$ cat config.mk
export PLATFORM = sky130hd
export DESIGN_NAME = calendar_clock_with_weekday
export DESIGN_NICKNAME = d
export VERILOG_FILES = /design/src/rtl/ccw_pkg.sv /design/src/rtl/ccw_mod7_add.sv /design/src/rtl/ccw_wday.sv /design/src/rtl/calendar_clock_with_weekday.sv
export SDC_FILE = /design/constraint.sdc
export NUM_CORES = 1
export LEC_CHECK = 0
export BUFFER_PORTS_ARGS = -buffer_cell sky130_fd_sc_hd__buf_2
export CORE_AREA = 3 3 120 122
export DETAILED_ROUTE_END_ITERATION = 12
export DIE_AREA = 0 0 123 125
export PLACE_DENSITY_LB_ADDON = 0.2
export SLEW_MARGIN = 30
export SYNTH_ARGS = -nofsm -noshare
export SYNTH_HDL_FRONTEND = slang
export SYNTH_SLANG_ARGS = --single-unit
$ cat constraint.sdc
create_clock -name clk -period 9.8 [get_ports clk]
set_clock_uncertainty 0.2 [all_clocks]
set_input_delay 0.49 -clock clk [delete_from_list [all_inputs] [get_ports clk]]
set_output_delay 0.49 -clock clk [all_outputs]
set_load 0.02 [all_outputs]
$ cat src/rtl/ccw_pkg.sv
package ccw_pkg;

  // Field widths of the calendar registers.
  localparam int SEC_W  = 6;
  localparam int MIN_W  = 6;
  localparam int HOUR_W = 5;
  localparam int DAY_W  = 5;
  localparam int MON_W  = 4;
  localparam int YEAR_W = 12;
  localparam int WDAY_W = 3;

  // Calendar limits.
  localparam logic [SEC_W:0]    SEC_LAST   = 7'd59;
  localparam logic [MIN_W:0]    MIN_LAST   = 7'd59;
  localparam logic [HOUR_W:0]   HOUR_LAST  = 6'd23;
  localparam logic [MON_W:0]    MON_LAST   = 5'd12;
  localparam logic [YEAR_W-1:0] YEAR_FIRST = 12'd1900;
  localparam logic [YEAR_W-1:0] YEAR_LAST  = 12'd4095;

  // Weekday of January 1 of year 0 relative to the count that makes
  // Monday 1900-01-01 come out as Monday once its day number is added.
  localparam logic [WDAY_W-1:0] WDAY_YEAR0 = 3'd5;

  typedef enum logic [2:0] {
    W_IDLE,
    W_YEAR,
    W_MONTH,
    W_DAY,
    W_DONE
  } wday_state_t;

  // Request from the clock core to the weekday sequencer.
  typedef struct packed {
    logic              start;
    logic              take;
    logic [YEAR_W-1:0] year;
    logic [MON_W-1:0]  month;
    logic [DAY_W-1:0]  day;
  } wday_req_t;

  // Status back from the weekday sequencer.
  typedef struct packed {
    logic              done;
    logic              leap;
    logic [WDAY_W-1:0] weekday;
  } wday_sts_t;

  // Length of a month in days; months outside 1..12 have length zero.
  function automatic logic [DAY_W-1:0] month_len(input logic [MON_W-1:0] m,
                                                 input logic leap);
    logic [DAY_W-1:0] len;
    begin
      case (m)
        4'd1, 4'd3, 4'd5, 4'd7, 4'd8, 4'd10, 4'd12: len = 5'd31;
        4'd4, 4'd6, 4'd9, 4'd11:                    len = 5'd30;
        4'd2:                                       len = leap ? 5'd29 : 5'd28;
        default:                                    len = 5'd0;
      endcase
      return len;
    end
  endfunction

  // Month length reduced modulo 7.
  function automatic logic [WDAY_W-1:0] month_len_mod7(input logic [MON_W-1:0] m,
                                                       input logic leap);
    logic [WDAY_W-1:0] r;
    begin
      case (m)
        4'd1, 4'd3, 4'd5, 4'd7, 4'd8, 4'd10, 4'd12: r = 3'd3;
        4'd4, 4'd6, 4'd9, 4'd11:                    r = 3'd2;
        4'd2:                                       r = leap ? 3'd1 : 3'd0;
        default:                                    r = 3'd0;
      endcase
      return r;
    end
  endfunction

  // Day number modulo 7 by three conditional subtractions.
  function automatic logic [WDAY_W-1:0] day_mod7(input logic [DAY_W-1:0] d);
    logic [DAY_W-1:0] r;
    begin
      r = d;
      if (r >= 5'd28) r = r - 5'd28;
      if (r >= 5'd14) r = r - 5'd14;
      if (r >= 5'd7)  r = r - 5'd7;
      return r[WDAY_W-1:0];
    end
  endfunction

endpackage

$ cat src/rtl/ccw_mod7_add.sv
module ccw_mod7_add (
  input  logic [ccw_pkg::WDAY_W-1:0] a,
  input  logic [ccw_pkg::WDAY_W-1:0] b,
  output logic [ccw_pkg::WDAY_W-1:0] s
);
  import ccw_pkg::*;

  logic [WDAY_W:0] sum;

  // Both operands are below 7, so one subtraction brings the sum back in range.
  always_comb begin
    sum = {1'b0, a} + {1'b0, b};
    if (sum >= 4'd7) begin
      s = WDAY_W'(sum - 4'd7);
    end else begin
      s = sum[WDAY_W-1:0];
    end
  end

endmodule

$ cat src/rtl/ccw_wday.sv
module ccw_wday (
  input  logic               clk,
  input  logic               rst,
  input  ccw_pkg::wday_req_t req,
  output ccw_pkg::wday_sts_t sts
);
  import ccw_pkg::*;

  wday_state_t       state;
  wday_state_t       state_next;
  logic [WDAY_W-1:0] acc;
  logic [WDAY_W-1:0] acc_sum;
  logic [WDAY_W-1:0] addend;
  logic [YEAR_W-1:0] yr_cnt;
  logic [1:0]        c4;
  logic [6:0]        c100;
  logic [1:0]        c4h;
  logic [MON_W-1:0]  mon_cnt;
  logic [YEAR_W-1:0] tgt_year;
  logic [MON_W-1:0]  tgt_month;
  logic [DAY_W-1:0]  tgt_day;
  logic              leap;
  logic              year_done;
  logic              mon_done;

  // The counters track the walked year modulo 4, 100 and 400.
  assign leap      = (c4 == 2'd0) && ((c100 != 7'd0) || (c4h == 2'd0));
  assign year_done = (yr_cnt == tgt_year);
  assign mon_done  = (mon_cnt >= tgt_month);

  always_comb begin
    unique case (state)
      W_YEAR:  addend = leap ? 3'd2 : 3'd1;
      W_MONTH: addend = month_len_mod7(mon_cnt, leap);
      W_DAY:   addend = day_mod7(tgt_day);
      default: addend = 3'd0;
    endcase
  end

  ccw_mod7_add u_add (
    .a(acc),
    .b(addend),
    .s(acc_sum)
  );

  always_comb begin
    state_next = state;
    unique case (state)
      W_IDLE:  if (req.start) state_next = W_YEAR;
      W_YEAR:  if (year_done) state_next = W_MONTH;
      W_MONTH: if (mon_done) state_next = W_DAY;
      W_DAY:   state_next = W_DONE;
      W_DONE:  if (req.take) state_next = W_IDLE;
      default: state_next = W_IDLE;
    endcase
  end

  always_comb begin
    sts.done    = (state == W_DONE);
    sts.leap    = leap;
    sts.weekday = acc;
  end

  always_ff @(posedge clk) begin
    if (rst) begin
      state <= W_IDLE;
    end else begin
      state <= state_next;
    end
  end

  always_ff @(posedge clk) begin
    unique case (state)
      W_IDLE: begin
        if (req.start) begin
          tgt_year  <= req.year;
          tgt_month <= req.month;
          tgt_day   <= req.day;
          acc       <= WDAY_YEAR0;
          yr_cnt    <= '0;
          c4        <= '0;
          c100      <= '0;
          c4h       <= '0;
          mon_cnt   <= MON_W'(1);
        end
      end
      W_YEAR: begin
        if (!year_done) begin
          acc    <= acc_sum;
          yr_cnt <= yr_cnt + 1'b1;
          c4     <= c4 + 1'b1;
          if (c100 == 7'd99) begin
            c100 <= '0;
            c4h  <= c4h + 1'b1;
          end else begin
            c100 <= c100 + 1'b1;
          end
        end
      end
      W_MONTH: begin
        if (!mon_done) begin
          acc     <= acc_sum;
          mon_cnt <= mon_cnt + 1'b1;
        end
      end
      W_DAY: begin
        acc <= acc_sum;
      end
      default: begin
      end
    endcase
  end

`ifndef SYNTH
  a_start_idle: assert property (@(posedge clk) disable iff (rst)
    req.start |-> state == W_IDLE)
    else $error("weekday start while sequencer busy");
  a_acc_range: assert property (@(posedge clk) disable iff (rst)
    (state != W_IDLE) |-> acc != 3'd7)
    else $error("weekday accumulator out of range");
  a_year_walk: assert property (@(posedge clk) disable iff (rst)
    (state == W_YEAR) |-> yr_cnt <= tgt_year)
    else $error("year walk overran target year");
`endif

endmodule

$ cat src/rtl/calendar_clock_with_weekday.sv
// Channel  Direction  Handshake            Payload
// in       request    in_valid / in_ready  action, new_second .. new_year
// out      result     out_valid/out_ready  second_now .. weekday_now
//
// A request updates the date registers at its accepting edge. The weekday
// sequencer then walks the years up to the resulting year, the months up to the
// resulting month and then the day through one shared modulo-7 adder before the
// result enters the output register.
// in_ready is low from acceptance until the result enters the output register.
// A finished result waits in the sequencer while the output register is full.
// Reset (rst, synchronous) gives 00:00:00 on Monday 1900-01-01; no clearing pass.
module calendar_clock_with_weekday (
  input  logic                        clk,
  input  logic                        rst,
  input  logic                        in_valid,
  output logic                        in_ready,
  input  logic                        action,
  input  logic [ccw_pkg::SEC_W-1:0]   new_second,
  input  logic [ccw_pkg::MIN_W-1:0]   new_minute,
  input  logic [ccw_pkg::HOUR_W-1:0]  new_hour,
  input  logic [ccw_pkg::DAY_W-1:0]   new_day,
  input  logic [ccw_pkg::MON_W-1:0]   new_month,
  input  logic [ccw_pkg::YEAR_W-1:0]  new_year,
  output logic                        out_valid,
  input  logic                        out_ready,
  output logic [ccw_pkg::SEC_W-1:0]   second_now,
  output logic [ccw_pkg::MIN_W-1:0]   minute_now,
  output logic [ccw_pkg::HOUR_W-1:0]  hour_now,
  output logic [ccw_pkg::DAY_W-1:0]   day_now,
  output logic [ccw_pkg::MON_W-1:0]   month_now,
  output logic [ccw_pkg::YEAR_W-1:0]  year_now,
  output logic [ccw_pkg::WDAY_W-1:0]  weekday_now
);
  import ccw_pkg::*;

  // Current calendar state.
  logic [SEC_W-1:0]  seconds;
  logic [MIN_W-1:0]  minutes;
  logic [HOUR_W-1:0] hours;
  logic [DAY_W-1:0]  day_of_month;
  logic [MON_W-1:0]  month_of_year;
  logic [YEAR_W-1:0] calendar_year;
  // Leap flag of calendar_year, learned from the last weekday run.
  logic              year_leap;

  logic [SEC_W-1:0]  seconds_next;
  logic [MIN_W-1:0]  minutes_next;
  logic [HOUR_W-1:0] hours_next;
  logic [DAY_W-1:0]  day_of_month_next;
  logic [MON_W-1:0]  month_of_year_next;
  logic [YEAR_W-1:0] calendar_year_next;

  logic              busy;
  logic              in_acc;
  logic              take;
  wday_req_t         wreq;
  wday_sts_t         wsts;

  // Carry chain intermediates; one spare bit each so an out-of-range value
  // plus one still compares correctly.
  logic [SEC_W:0]    sec_inc;
  logic [MIN_W:0]    min_inc;
  logic [HOUR_W:0]   hour_inc;
  logic [DAY_W:0]    day_inc;
  logic [MON_W:0]    mon_inc;
  logic              sec_carry;
  logic              min_carry;
  logic              hour_carry;
  logic              day_carry;
  logic              mon_carry;
  logic [DAY_W-1:0]  cur_len;

  assign in_ready = !busy;
  assign in_acc   = in_valid && in_ready;
  // The sequencer hands its result over once the output register is free.
  assign take     = wsts.done && (!out_valid || out_ready);

  // Tick (or load on action): each carry is checked once, seconds up to months.
  always_comb begin
    sec_inc    = {1'b0, seconds} + 1'b1;
    sec_carry  = sec_inc > SEC_LAST;
    min_inc    = {1'b0, minutes} + {{MIN_W{1'b0}}, sec_carry};
    min_carry  = min_inc > MIN_LAST;
    hour_inc   = {1'b0, hours} + {{HOUR_W{1'b0}}, min_carry};
    hour_carry = hour_inc > HOUR_LAST;
    day_inc    = {1'b0, day_of_month} + {{DAY_W{1'b0}}, hour_carry};
    cur_len    = month_len(month_of_year, year_leap);
    day_carry  = day_inc > {1'b0, cur_len};
    mon_inc    = {1'b0, month_of_year} + {{MON_W{1'b0}}, day_carry};
    mon_carry  = mon_inc > MON_LAST;

    if (action) begin
      seconds_next       = new_second;
      minutes_next       = new_minute;
      hours_next         = new_hour;
      day_of_month_next  = new_day;
      month_of_year_next = new_month;
      calendar_year_next = new_year;
    end else begin
      seconds_next       = sec_carry ? '0 : sec_inc[SEC_W-1:0];
      minutes_next       = min_carry ? '0 : min_inc[MIN_W-1:0];
      hours_next         = hour_carry ? '0 : hour_inc[HOUR_W-1:0];
      day_of_month_next  = day_carry ? DAY_W'(1) : day_inc[DAY_W-1:0];
      month_of_year_next = mon_carry ? MON_W'(1) : mon_inc[MON_W-1:0];
      if (!mon_carry) begin
        calendar_year_next = calendar_year;
      end else if (calendar_year == YEAR_LAST) begin
        calendar_year_next = YEAR_FIRST;
      end else begin
        calendar_year_next = calendar_year + 1'b1;
      end
    end
  end

  // The weekday run starts on the date the request produces.
  always_comb begin
    wreq.start = in_acc;
    wreq.take  = take;
    wreq.year  = calendar_year_next;
    wreq.month = month_of_year_next;
    wreq.day   = day_of_month_next;
  end

  ccw_wday u_wday (
    .clk(clk),
    .rst(rst),
    .req(wreq),
    .sts(wsts)
  );

  always_ff @(posedge clk) begin
    if (rst) begin
      seconds       <= '0;
      minutes       <= '0;
      hours         <= '0;
      day_of_month  <= DAY_W'(1);
      month_of_year <= MON_W'(1);
      calendar_year <= YEAR_FIRST;
      year_leap     <= 1'b0;
      busy          <= 1'b0;
      out_valid     <= 1'b0;
    end else begin
      if (in_acc) begin
        seconds       <= seconds_next;
        minutes       <= minutes_next;
        hours         <= hours_next;
        day_of_month  <= day_of_month_next;
        month_of_year <= month_of_year_next;
        calendar_year <= calendar_year_next;
        busy          <= 1'b1;
      end else if (take) begin
        busy <= 1'b0;
      end
      if (take) begin
        year_leap <= wsts.leap;
        out_valid <= 1'b1;
      end else if (out_ready) begin
        out_valid <= 1'b0;
      end
    end
  end

  // Output register: loaded only when the sequencer hands over a result.
  always_ff @(posedge clk) begin
    if (take) begin
      second_now  <= seconds;
      minute_now  <= minutes;
      hour_now    <= hours;
      day_now     <= day_of_month;
      month_now   <= month_of_year;
      year_now    <= calendar_year;
      weekday_now <= wsts.weekday;
    end
  end

`ifndef SYNTH
  a_acc_busy: assert property (@(posedge clk) disable iff (rst)
    in_acc |=> busy)
    else $error("request accepted but block not busy");
  a_take_out: assert property (@(posedge clk) disable iff (rst)
    take |=> out_valid)
    else $error("result handed over but output not valid");
  a_idle_quiet: assert property (@(posedge clk) disable iff (rst)
    !busy |-> !wsts.done)
    else $error("weekday result present while idle");
`endif

endmodule
==> results of run 1 <==
==> sequential cells by signal (all words and copies together), names as in the netlist, 4 cells and up <==
signal            cells
second_now            6
u_wday.tgt_year      12
u_wday.yr_cnt        12
month_of_year         4
hours                 5
minute_now            6
u_wday.tgt_month      4
u_wday.c100           7
seconds               6
u_wday.tgt_day        5
month_now             4
day_of_month          5
year_now             12
calendar_year        12
hour_now              5
u_wday.mon_cnt        4
minutes               6
day_now               5
==> report_power, final <==
| group | leakage, µW | switching [µW] | internal [µW] | total, µW |
|---|---|---|---|---|
| clock network | 0.000293 | 236 | 407 | 643 |
| logic | 0.00185 | 103 | 74.7 | 178 |
| registers | 0.00123 | 40.9 | 651 | 692 |
| total | 0.00337 | 380 | 1130 | 1510 |
==> per-stage QoR <==
stage	instances	total power [µW]	instance area, µm²	utilization (%)	hold slack, ns
CTS	1025	1518	8705	65.47	0.1312
detailed placement	993	876.9	8108	60.98	0.2565
global route	1025	1575	8712	65.53	0.1675
finish	1025	1512	8712	65.53	0.1450
global placement	993	866.3	8108	60.98	0.2556
floorplan	765	823.4	7547	-	0.2029
==> routing by layer <==
| metal | routed length (µm) | vias to the layer above | track usage (%) |
|---|---|---|---|
| li1 | - | 2963 | - |
| met1 | 7710 | 2950 | 30.50 |
| met2 | 9196 | 240 | 41.62 |
| met3 | 1049 | 32 | 5.736 |
| met4 | 333 | 0 | 9.316 |
| met5 | 0 | - | 0 |
==> worst max-delay path: cells and delay by family, from the launching register on <==
kind / cells / cell delay, ns
flops: 1 / 0.44
simple gates: 6 / 1.02
mux: 1 / 0.40
fa+ha+maj: 10 / 2.56
compound gates: 16 / 3.35
==> area by class of cell <==
type	instances	area share, %
Clock buffer	25	5.802
Inverter	35	1.508
Timing Repair Buffer	92	5.486
Multi-Input combinational cell	554	41.81
Clock inverter	7	1.048
Sequential cell	136	41.82
Tap cell	176	2.528
==> cell usage after synthesis, types with 3 or more instances <==
cell type / number
nor2b_1: 8
mux2i_1: 10
a21o_1: 8
o211a_1: 4
a211o_1: 3
ha_1: 36
nand3b_1: 4
nand2_1: 70
and2_1: 11
xor2_1: 12
xnor2_1: 28
nor3_1: 23
buf_1: 3
o211ai_1: 4
inv_1: 33
a2bb2oi_1: 3
a22oi_1: 3
buf_2: 3
a311oi_1: 4
or2_2: 5
a21oi_2: 3
o21a_1: 10
and3_1: 6
clkbuf_1: 32
nor4_1: 4
nor2_1: 74
a31oi_1: 9
o221a_2: 3
a221oi_1: 7
a21oi_1: 37
nand4_1: 11
or3_1: 7
nand3_1: 39
o21ai_0: 33
o31ai_1: 7
o41ai_1: 5
o21ai_1: 4
dfxtp_1: 44
a32o_1: 4
nand2b_1: 7
edfxtp_1: 92
a211oi_1: 7
==> worst paths after layout <==
| path | to | slack, ns | cells past startpoint |
|---|---|---|---|
| max | u_wday.tgt_year[1] | 1.54 | 33 |
| min | seconds[4] | 0.15 | 3 |
| max reg2reg | u_wday.tgt_year[1] | 1.54 | 33 |
| min reg2reg | weekday_now[2] | 0.27 | 0 |
==> cell families after synthesis <==
family | synth area share, %
and+or+nand+nor | 18.34
AOI/OAI and AO/OA | 16.93
DFF | 48.28
buffers and inverters | 3.929
xor gates and xnor gates | 4.642
adders and majority gates | 6.233
muxes | 1.658
==> cells in the final DEF, fill, tap and decap left out, types with 6 or more instances in the layout <==
| cell type | synthesis | final |
|---|---|---|
| xor2_1 | 12 | 12 |
| a21o_1 | 8 | 8 |
| edfxtp_1 | 92 | 92 |
| nand2b_1 | 7 | 7 |
| o21a_1 | 10 | 10 |
| nand3_1 | 39 | 39 |
| o31ai_1 | 7 | 7 |
| inv_1 | 33 | 33 |
| nand2_1 | 70 | 70 |
| mux2i_1 | 10 | 10 |
| xnor2_1 | 28 | 28 |
| nor2b_1 | 8 | 7 |
| ha_1 | 36 | 36 |
| buf_2 | 3 | 85 |
| clkbuf_16 | 0 | 17 |
| nand4_1 | 11 | 11 |
| nor3_1 | 23 | 23 |
| a211oi_1 | 7 | 7 |
| buf_4 | 1 | 7 |
| dfxtp_1 | 44 | 44 |
| o21ai_0 | 33 | 33 |
| and2_1 | 11 | 11 |
| and3_1 | 6 | 6 |
| a31oi_1 | 9 | 9 |
| or3_1 | 7 | 7 |
| a21oi_1 | 37 | 37 |
| nor2_1 | 74 | 73 |
| a221oi_1 | 7 | 7 |
==> flow_metrics.py, run 1 <==
metrics = {
    "outcome": {
        "status": "finished, final reports clean",
    },
    "finish": {
        "multiInputGateArea_um2": 3642,
        "synthToLayoutAreaGrowth_pct": 15.43,
        "nets": 916,
        "drive_above_1_share_pct": 17.90,
        "n_antenna_cell": 0,
        "fillers": 1053,
        "regArea_um2": 3643,
    },
    "cts": {
        "clk_pin_slew_ns": 0.06,
        "cts_tree": "yes",
        "holdBufCountCts": 0,
        "cts_resized": 0,
        "clk-insertion-delay-late_ns": 0.43,
        "clock-sinks": 136,
        "htreeDepth": 4,
        "cts_root_buffer": "clkbuf_16",
        "cts_setup_buffers": 0,
        "numCtsBuffers": 17,
        "cts_buffer_depth": 2,
    },
    "run": {
        "cap_violations": 0,
    },
    "synth": {
        "yosysWarningCount": 0,
        "synth_area_leaders": "edfxtp_1 (37%), dfxtp_1 (12%), ha_1 (6.0%)",
        "ys_seq_elements": 136,
        "synth.avg_cell_area_um2": 9.866,
        "synthCells": 765,
        "async_flop_share_pct": 0,
        "synth_fp_nets": 845,
        "synth-edff-count": 92,
        "synth_top_area_share_pct": 36.60,
        "yosys.area.top_type": "edfxtp_1",
        "seq_area_frac_synth_pct": 48.28,
        "ys_types": 78,
        "synth_top_flop_cell": "edfxtp_1",
        "syn-cell-area_um2": 7547,
    },
    "timing": {
        "timing_hold_violations_final": 0,
        "slew_headroom_pct": 49.36,
        "fmax_mhz": 121.1,
        "rsz0062_at_grt": "no",
        "period_minus_slack_ns": 8.256,
        "totalNegativeSetupSlack_ns": 0,
        "final_max_slew_viol_count": 0,
        "tightest_slew_ns": 0.7538,
        "setup_viol": 0,
        "setup_slack_ns": 1.544,
        "min_period_over_period_pct": 84.24,
    },
    "critical_path": {
        "cpMostUsedCell": "ha_1",
        "critPathKind": "register to register",
        "crit_fanout": 11,
        "end_kind": "register",
        "slowest_stage": "a21oi_2",
        "required_ns": 9.73,
        "cp_data_arrival_time_ns": 8.19,
        "crit_path_max_incr_delay_ns": 0.49,
        "worst_setup_path_start_kind": "register",
        "r2r_start": "seconds[0]",
        "crit_start": "seconds[0]",
    },
    "global_routing": {
        "overflow": 0,
        "grt_use_total_pct": 24.61,
        "grt_max_degree": 74,
        "grt_pass1_wl_um": 29960,
        "grt_pass1_vias": 5982,
        "grt_antenna_before_repair": 0,
    },
    "die": {
        "die_area_um2": 15380,
        "io_pins": 86,
        "die_w_um": 123,
        "die_h_um": 125,
        "row_count": 42,
        "coreArea_um2": 13300,
        "start_util_pct": 56.77,
    },
    "min_path": {
        "hp-class": "input port to register",
        "hp-start": "new_second[4]",
    },
    "placement": {
        "place_hpwl_um": 12310,
        "gp_congestion": 0.9209,
        "portBuffers": 85,
        "dp_slack_ns": 1.706,
    },
    "routing": {
        "wire_per_inst_um": 17.84,
        "via_per_inst": 6.034,
        "first_pass_iters": 6,
        "routed_wl_um": 18290,
        "drcViolationCount": 0,
        "vias": 6185,
        "detail-route-antenna-nets": 0,
        "drt-initial-drc-count": 522,
    },
    "pwr": {
        "peakVddDrop_mv": 0.1054,
        "total_leakage_power_uw": 0.003374,
        "power.density_nw_per_um2": 173.6,
    },
}
Note: power is estimated with default switching activity, not from simulation.
==> inputs of run 2 (changes only) <==
==> constraint.sdc (replaced) <==
create_clock -name clk -period 8.11 [get_ports clk]
set_clock_uncertainty 0.2 [all_clocks]
set_input_delay 0.4055 -clock clk [delete_from_list [all_inputs] [get_ports clk]]
set_output_delay 0.4055 -clock clk [all_outputs]
set_load 0.02 [all_outputs]
==> run 2 against run 1 <==
- worst hold slack worse by 0.070 ns
- final cell count up 0.29%
- critical path depth down 1
- routed wire length up 0.73%
- sequential share of layout area down 0.31 points
- non-clock buffer count up 3
- clock power up 25%
- utilization up 0.54 points
- power up 23%
- sequential power up 21%
- first-iteration DRC count down 6.5%
- largest power group unchanged
==> flow_metrics.py, run 2 (synthesis gave the netlist of run 1 again) <==
metrics = {
    "critical_path": {
        "worst_setup_path_start_kind": "register",
        "crit_path_max_incr_delay_ns": 0.39,
        "required_ns": 8.05,
        "end_kind": "register",
        "critPathKind": "register to register",
        "slowest_stage": "dfxtp_2",
        "crit_fanout": 8,
        "cp_data_arrival_time_ns": 7.63,
        "cpMostUsedCell": "ha_1",
    },
    "global_routing": {
        "overflow": 0,
        "grt_pass1_wl_um": 29800,
        "grt_max_degree": 74,
        "grt_antenna_before_repair": 0,
        "grt_pass1_vias": 6148,
        "grt_use_total_pct": 24.40,
    },
    "cts": {
        "clk-insertion-delay-late_ns": 0.42,
        "numCtsBuffers": 17,
        "clock-sinks": 136,
        "cts_tree": "yes",
        "cts_root_buffer": "clkbuf_16",
        "cts_buffer_depth": 2,
        "htreeDepth": 4,
        "clk_pin_slew_ns": 0.06,
    },
    "finish": {
        "final_cell_mix": "edfxtp_1 (92), buf_2 (85), nor2_1 (73)",
        "synthToLayoutAreaGrowth_pct": 16.38,
        "n_antenna_cell": 0,
        "multiInputGateArea_um2": 3675,
        "fillers": 1057,
        "fin_area_um2": 8783,
        "instances_no_fill": 1028,
        "drive_above_1_share_pct": 18.90,
        "layout_commonest_cell": "edfxtp_1",
        "nets": 919,
        "regArea_um2": 3646,
    },
    "timing": {
        "fmax_mhz": 130.0,
        "min_period_over_period_pct": 94.89,
        "fin_hold_ws_ns": 0.07472,
        "slew_headroom_pct": 52.45,
        "final_max_slew_viol_count": 0,
        "period_minus_slack_ns": 7.695,
        "setup_viol": 0,
        "totalNegativeSetupSlack_ns": 0,
        "timing_hold_violations_final": 0,
        "rsz0062_at_grt": "no",
        "tightest_slew_ns": 0.7078,
    },
    "routing": {
        "first_pass_iters": 7,
        "detail-route-antenna-nets": 0,
        "vias": 6237,
        "via_per_inst": 6.067,
        "drcViolationCount": 0,
        "drt-initial-drc-count": 488,
        "routed_wl_um": 18420,
        "wire_per_inst_um": 17.92,
    },
    "outcome": {
        "status": "finished, final reports clean",
    },
    "placement": {
        "gp_congestion": 0.9050,
        "portBuffers": 85,
        "place_area_um2": 8108,
        "place_hpwl_um": 12410,
        "dp_cells": 993,
    },
    "die": {
        "io_pins": 86,
        "die_w_um": 123,
        "die_h_um": 125,
        "start_util_pct": 56.77,
        "row_count": 42,
        "coreArea_um2": 13300,
        "die_area_um2": 15380,
    },
    "pwr": {
        "power_uw": 1856,
        "peakVddDrop_mv": 0.1268,
        "power.density_nw_per_um2": 211.3,
        "total_leakage_power_uw": 0.003395,
    },
    "run": {
        "cap_violations": 0,
    },
    "min_path": {
        "hp-class": "input port to register",
    },
}
-- run 2: cell types whose count changed in the layout (fill, tap and decap cells not counted), moves of 2 or more --
cell       change
clkbuf_8       -5
dfxtp_1        -2
buf_4          +3
ha_2           +2
bufinv_16      +2
dfxtp_2        +2
ha_1           -2
clkinv_2       +2
-- run 2: power by group --
| group | switching (µW) | internal (µW) |
|---|---|---|
| clock network | 290 | 512 |
| registers | 49.7 | 786 |
| logic | 126 | 91.0 |
-- run 2: timing repair --
| action | CTS | global route |
|---|---|---|
| endpoints found under the setup margin | 1 | 29 |
| buffers inserted | 0 | 3 |
| gates resized for setup | 1 | 7 |
| hold buffers | 0 | 0 |
-- run 2: worst paths after layout --
check / depth (start not counted) / slack (ns) / startpoint / end
worst min register to register: 0 / 0.26 / u_wday.acc[0] / weekday_now[0]
worst min-delay path: 3 / 0.07 / new_second[4] / seconds[4]
worst max register to register: 32 / 0.41 / seconds[0] / u_wday.tgt_year[1]
worst max-delay path: 32 / 0.41 / seconds[0] / u_wday.tgt_year[1]
-- run 2: cell type report --
| type | count | share of cell area [%] |
|---|---|---|
| clock buffers | 19 | 4.929 |
| clock inverters | 13 | 2.023 |
| inverters | 35 | 1.496 |
| multi-input cells | 554 | 41.84 |
| flip-flops and latches | 136 | 41.51 |
| well taps | 176 | 2.507 |
| repair buffers | 95 | 5.698 |
-- run 2: worst max-delay path, delay by kind of cell (launching register included) --
| kind | cells | cell delay [ns] |
|---|---|---|
| flops | 1 | 0.39 |
| mux | 1 | 0.38 |
| fa+ha+maj | 10 | 2.53 |
| compound gates | 15 | 2.93 |
| simple gates | 6 | 0.98 |
-- run 2: per-stage QoR --
step / util (%) / worst slack, ns
3_3_place_gp: 60.98 / 0.4545
2_1_floorplan: - / 1.102
4_1_cts: 65.63 / 0.1185
3_5_place_dp: 60.98 / -0.01338
5_1_grt: 66.06 / 0.01762
6_report: 66.06 / 0.4148
-- run 2: per-layer routing --
metal	part of all wire, %	vias up	routed length, µm	track usage (%)
met2	52	217	9518	42.94
met5	0	-	0	0
met4	1.9	0	344	8.143
met3	5.8	39	1070	6.820
met1	41	3007	7489	28.45
li1	-	2974	-	-
